===== src/rtl/core/btr_pkg.sv =====
// Shared types, constants and helpers of the bilinear texture resampler.
// Used by btr_div and the bilinear_texture_resampler top level.
`timescale 1ns / 1ps

package btr_pkg;

  localparam int CH_W          = 8;
  localparam int TEXEL_W       = 3 * CH_W;
  localparam int COORD_W       = 8;
  localparam int SIZE_W        = 9;
  localparam int PROD_W        = COORD_W + SIZE_W;
  localparam int DIM_W         = 13;
  localparam int MAX_DIM_DEF   = 256;
  localparam int FRAC_BITS_DEF = 8;

  localparam logic ACT_WRITE  = 1'b0;
  localparam logic ACT_SAMPLE = 1'b1;

  localparam logic [1:0] REG_SRC_WIDTH  = 2'd0;
  localparam logic [1:0] REG_SRC_HEIGHT = 2'd1;
  localparam logic [1:0] REG_DST_WIDTH  = 2'd2;
  localparam logic [1:0] REG_DST_HEIGHT = 2'd3;

  localparam logic [SIZE_W-1:0] SIZE_RESET = SIZE_W'(256);

  typedef enum logic [3:0] {
    ST_IDLE,
    ST_START,
    ST_DIV,
    ST_LOC,
    ST_READ,
    ST_WAIT,
    ST_LERP_A,
    ST_LERP_B,
    ST_FIN
  } state_t;

  // Clamp a size register into 1..max_dim.
  function automatic logic [SIZE_W-1:0] eff_size(input logic [SIZE_W-1:0] v,
                                                 input logic [DIM_W-1:0] max_dim);
    logic [DIM_W-1:0] v_ext;
    v_ext = DIM_W'(v);
    if (v == '0) begin
      return SIZE_W'(1);
    end else if (v_ext > max_dim) begin
      return SIZE_W'(max_dim);
    end
    return v;
  endfunction

endpackage


===== src/rtl/core/btr_div.sv =====
// Restoring divider, one quotient bit per cycle, for the source position.
// Depends on btr_pkg for the divisor width.
`timescale 1ns / 1ps

module btr_div import btr_pkg::*; #(
  parameter int NUM_W = PROD_W + FRAC_BITS_DEF
) (
  input  logic              clk,
  input  logic              rst,
  input  logic              start,
  input  logic [NUM_W-1:0]  num,
  input  logic [SIZE_W-1:0] den,
  output logic              done,
  output logic [NUM_W-1:0]  quot
);

  localparam int CNT_W = $clog2(NUM_W);

  logic              busy;
  logic [CNT_W-1:0]  cnt;
  logic [SIZE_W-1:0] rem;
  logic [SIZE_W-1:0] den_q;
  logic [NUM_W-1:0]  work;
  logic [SIZE_W:0]   shifted;
  logic [SIZE_W:0]   diff;
  logic              ge;
  logic [SIZE_W-1:0] rem_next;

  assign shifted  = {rem, work[NUM_W-1]};
  assign diff     = shifted - {1'b0, den_q};
  assign ge       = shifted >= {1'b0, den_q};
  assign rem_next = ge ? diff[SIZE_W-1:0] : shifted[SIZE_W-1:0];
  assign quot     = work;

  always_ff @(posedge clk) begin
    if (rst) begin
      busy <= 1'b0;
      done <= 1'b0;
      cnt  <= '0;
    end else begin
      done <= 1'b0;
      if (start) begin
        busy <= 1'b1;
        cnt  <= '0;
      end else if (busy) begin
        cnt <= cnt + CNT_W'(1);
        if (cnt == CNT_W'(NUM_W - 1)) begin
          busy <= 1'b0;
          done <= 1'b1;
        end
      end
    end
  end

  // Dividend shifts out at the top while quotient bits shift in at the bottom.
  always_ff @(posedge clk) begin
    if (start) begin
      rem   <= '0;
      work  <= num;
      den_q <= den;
    end else if (busy) begin
      rem  <= rem_next;
      work <= {work[NUM_W-2:0], ge};
    end
  end

endmodule

===== config.mk =====
export PLATFORM = sky130hd
export DESIGN_NAME = btr_div
export DESIGN_NICKNAME = d
export VERILOG_FILES = /design/src/rtl/core/btr_pkg.sv /design/src/rtl/core/btr_div.sv
export SDC_FILE = /design/constraint.sdc
export NUM_CORES = 1
export LEC_CHECK = 0
export ABC_AREA = 1
export BUFFER_PORTS_ARGS = -buffer_cell sky130_fd_sc_hd__buf_2
export CAP_MARGIN = 30
export CORE_MARGIN = 4
export CORE_UTILIZATION = 45
export CTS_BUF_LIST = sky130_fd_sc_hd__clkbuf_2
export CTS_CLUSTER_DIAMETER = 100
export DETAILED_ROUTE_END_ITERATION = 6
export PLACE_DENSITY = 0.76
export SLEW_MARGIN = 20
export SYNTH_ARGS = -nofsm -noshare
export SYNTH_HDL_FRONTEND = slang
export SYNTH_SLANG_ARGS = --single-unit

===== constraint.sdc =====
create_clock -name clk -period 3.7 [get_ports clk]
set_input_delay 0.74 -clock clk [delete_from_list [all_inputs] [get_ports clk]]
set_output_delay 0.74 -clock clk [all_outputs]
set_load 0.05 [all_outputs]

[After elaboration in Yosys (flattened, before gate mapping)]
Cells that the tools add are included.
Word-level totals
  flip-flop bits (word level): 50
  latch bits: 0
  RAM bits: 0
  memory bits (read-only): 0
  output and inout port bits: 26
  memories: 0
Cells by class
  add/subtract/negate cells: 2
  multiply operators: 0
  div/mod/pow operators: 0
  order comparisons: 1
  equal/unequal tests: 1
  shift operators: 0
  mux-type cells: 7
  bitwise gates (word level): 1
  reductions and logical operators: 3
Operator list (count)
  25-bit 2-to-1 mux: 2
  10-bit by 9-bit >= comparator with 1-bit output: 1
  9-bit 2-to-1 mux: 1
  9-bit subtractor: 1
  5-bit by 1-bit adder with 5-bit output (second input constant): 1
  5-bit equality test (second input constant): 1
  1-bit 2-to-1 mux: 4
  3-bit OR reduction: 1
  2-bit nonzero test: 1
  2-bit OR reduction: 1
  1-bit inverter: 1

[Longest topological paths before layout]
  depth after elaboration: 4
  gate-level depth with buffers: 13
  mapped depth without buffers: 13

[Worst setup path before layout]
OpenSTA, ideal clock, no wires.
  kind: in2reg
  start point: in start
  end point: reg work[0], in the netlist quot[0] (enable)
  library setup time: 0.380 ns
  data arrival time: 1.736 ns
  setup slack: 1.584 ns
  stages on the path: 4
  cells stage by stage: buf_2 > nor2_1 > clkbuf_1 > inv_1
On the way
  longest elaborated chain between the ends: 1
Ends and longest elaborated chain
  start, declared: RTL line btr_div.sv:10  | input logic start,
  2-bit nonzero test (no source line)
  end signal, assigned: RTL line btr_div.sv:59  | work <= num;
  end signal, assigned: RTL line btr_div.sv:63  | work <= {work[NUM_W-2:0], ge};
  end, declared: RTL line btr_div.sv:23  | logic [NUM_W-1:0] work;
Every way passes these cells.
A chain may end at the register's enable or synchronous reset.

[Worst setup path after layout]
  start point: reg den_q[7]
  end point: reg rem[7]
On the way
  longest elaborated chain between the ends: 2
Ends and longest elaborated chain
  start, declared: RTL line btr_div.sv:22  | logic [SIZE_W-1:0] den_q;
  start signal, assigned: RTL line btr_div.sv:60  | den_q <= den;
  9-bit subtractor / 10-bit by 9-bit >= comparator with 1-bit output (equally long branches): RTL line btr_div.sv:30, btr_div.sv:31
  9-bit 2-to-1 mux (*): RTL line btr_div.sv:32  | assign rem_next = ge ? diff[SIZE_W-1:0] : shifted[SIZE_W-1:0];
  end signal, assigned: RTL line btr_div.sv:62  | rem <= rem_next;
  end, declared: RTL line btr_div.sv:21  | logic [SIZE_W-1:0] rem;
Mark *: on every way between the ends. The rest lies on a longest branch, timed or not.

==> impl_metrics.toml <==
[clock_tree]
cts_resized = 0
postCtsSetupBuffers = 0
cts_hold_buf = 0
cts.sinks = 50
insertion_delay_ns = 0.45
root_buffer = "clkbuf_2"
cts_max_level = 2
path_clk_slew_ns = 0.25
clk_path_buf_depth = 2
cts_tree = "done"
cts_buffers = 5

[detailed_routing]
wire_per_inst_um = 12.26
drt_wl_total_um = 5380
drc_errors = 0
first_iter_violations = 210
ant_nets = 0
dr.pass1.iters = 4
vias = 2097
routed_via_density = 4.777

[synth]
synth-edff-count = 34
avgSynthCellArea_sq_um = 8.456
synth_compound_area_frac = 0.02548
yosys.area.top_type = "edfxtp_1"
async_flop_share = 0
synth-xor-area-share = 0.01029
synthTopCellsByArea = "edfxtp_1, nand2_1, dfxtp_1"
muxShareOfSynthArea = 0
ys_seq_area_frac = 0.5252
synth_most_common_cell = "nand2_1"
synth_area_sq_mm = 0.002554
synthCells = 302
synth_top_family_by_area = "simple AND/OR/NAND/NOR gates"
ys_seq_elements = 50
synth-simple-area-share = 0.3106
synth_common_cells = "nand2_1, edfxtp_1, inv_1, nand3_1, dfxtp_1"
syn_nets = 351
synth_flop_cell = "edfxtp_1"
ys_types = 29
yosysWarnings = 0
synth_adder_area_share = 0.06173
synth_top_area_frac = 0.3998

[global_route]
grt_first_pass_wirelength_um = 9328
overflow = 0
antenna_found_initial = 0
track_usage = 0.1634
grt_pass1_vias = 2039
grt_max_degree = 37

[floorplanning]
start_util = 0.4638
dieArea_sq_mm = 0.006944
dieWidth_um = 83.33
num_rows = 27
core_sq_mm = 0.005507
fp.dieH_um = 83.33
io_pins = 63

[placement]
gp_congestion = 0.8805
io_buffers = 62
hpwl_um = 4002

[worst_setup_path]
critical_path_class = "flop to flop"
worst-endpoint-arrival_ns = 2.62
cp-start-kind = "flop"
cp-end-kind = "flop"
timing.rr.start = "den_q[7]"
r2r-end = "rem[7]"
reg2regPathDepth = 11
startpoint = "den_q[7]"
crit_required_ns = 4.09
critPathMaxFanout = 11
ff2ff_setup_slack_ns = 1.47

[sta]
relSlewSlack = 0.4208
maxSlewViolCount = 0
fin_setup_tns_ns = 0
skew_ns = 0.02940
tightest_slew_ns = 0.8687
finalCritPeriodShare = 0.6014
rsz0062_at_grt = "no"
final-hold-violation-count = 0
setup_viol = 0
fmax_ghz = 0.4494
fin_crit_ns = 2.225
hold_slack_ns = 0.4666

[finish]
diodes = 0
layout-drive-gt1-share = 0.2234
syn2layout_area_growth_pct = 17.15
nets = 415

[pwr]
power.total_mw = 1.183
p_leak_nw = 1.544
power-per-cell-area_mw_per_mm2 = 395.6
ir_worst_vdd_v = 0.0003072

[flow_run]
maxCapViolations = 0

[min_path]
min_to = "den_q[0]"
whs_path_depth = 1
min-delay-start = "den[0]"
hold_class = "input pin to flop"

[outcome]
status = "finished, final reports clean"
==> logic make-up (layout without fill, tap and decap cells) <==
group,after synthesis,in the layout
simple gates,183,183
flops,50,50
buf+inv,42,107
fa+ha+maj,12,12
compound gates,12,12
xor+xnor,3,3
==> worst max path at each step <==
stage | end | cells after the start | slack [ns]
after floorplan | quot[0] | 4 | 1.58
after global placement | quot[17] | 4 | 1.53
after detailed placement | rem[7] | 11 | 1.52
after CTS | rem[7] | 11 | 1.46
after global routing | rem[7] | 11 | 1.15
final | rem[7] | 11 | 1.47
==> through the flow <==
stage / setup WS, ns / instance area, sq um / util / cells
floorplan: 1.584 / 2554 / - / 302
global placement: 1.526 / 2927 / 0.5315 / 430
detailed placement: 1.517 / 2927 / 0.5315 / 430
CTS: 1.463 / 2977 / 0.5406 / 438
global route: 1.146 / 2992 / 0.5433 / 439
finish: 1.475 / 2992 / 0.5433 / 439
==> registers in the layout (all words and copies together), names as in the netlist <==
name   flops
done       1
rem        9
busy       1
den_q      9
cnt        5
quot      25
==> metal layers <==
| metal | GRT usage | vias up | routed length [um] |
|---|---|---|---|
| li1 | - | 1091 | - |
| met1 | 0.2252 | 929 | 2610 |
| met2 | 0.2522 | 73 | 2326 |
| met3 | 0.04464 | 4 | 388 |
| met4 | 0.04606 | 0 | 55 |
| met5 | 0 | - | 0 |
==> layout make-up <==
cell class              count  area [sq um]
clock inverters             3         25.02
well taps                  72         90.09
repair buffers             65         340.3
inverters                  34         127.6
fillers                   522          2515
clock buffers               5         25.02
multi-input cells         210          1042
flip-flops and latches     50          1341
==> layout by cell type, fill, tap and decap left out, drive strengths merged <==
| cell type | n |
|---|---|
| clkbuf | 5 |
| nand3b | 9 |
| xor2 | 1 |
| nor3 | 3 |
| xnor2 | 2 |
| nor4 | 1 |
| edfxtp | 34 |
| inv | 33 |
| nand2 | 136 |
| a21oi | 6 |
| buf | 65 |
| fa | 1 |
| nor2 | 14 |
| nand4 | 1 |
| o21ai | 3 |
| clkinvlp | 1 |
| clkinv | 3 |
| ha | 11 |
| or2 | 1 |
| a31oi | 2 |
| dfxtp | 16 |
| a211oi | 1 |
| nand3 | 18 |
==> critical path, cell delays in order, from the launching register on <==
cell and delay, ns:
edfxtp_1 0.43, inv_1 0.07, ha_1 0.25, nand2_1 0.08, nand2_1 0.06, nand2_1 0.06
nand2_1 0.05, a21oi_1 0.67, nand2_2 0.26, nand2_1 0.14, nand3_1 0.07, nand2_1 0.06
==> report_power, final <==
group	leakage [nW]	internal [mW]	switching, mW
clock network	0.0296	0.0504	0.186
logic	1.04	0.0791	0.199
registers	0.474	0.646	0.0232
total	1.54	0.776	0.408
Note: power is estimated with default switching activity, not from simulation.
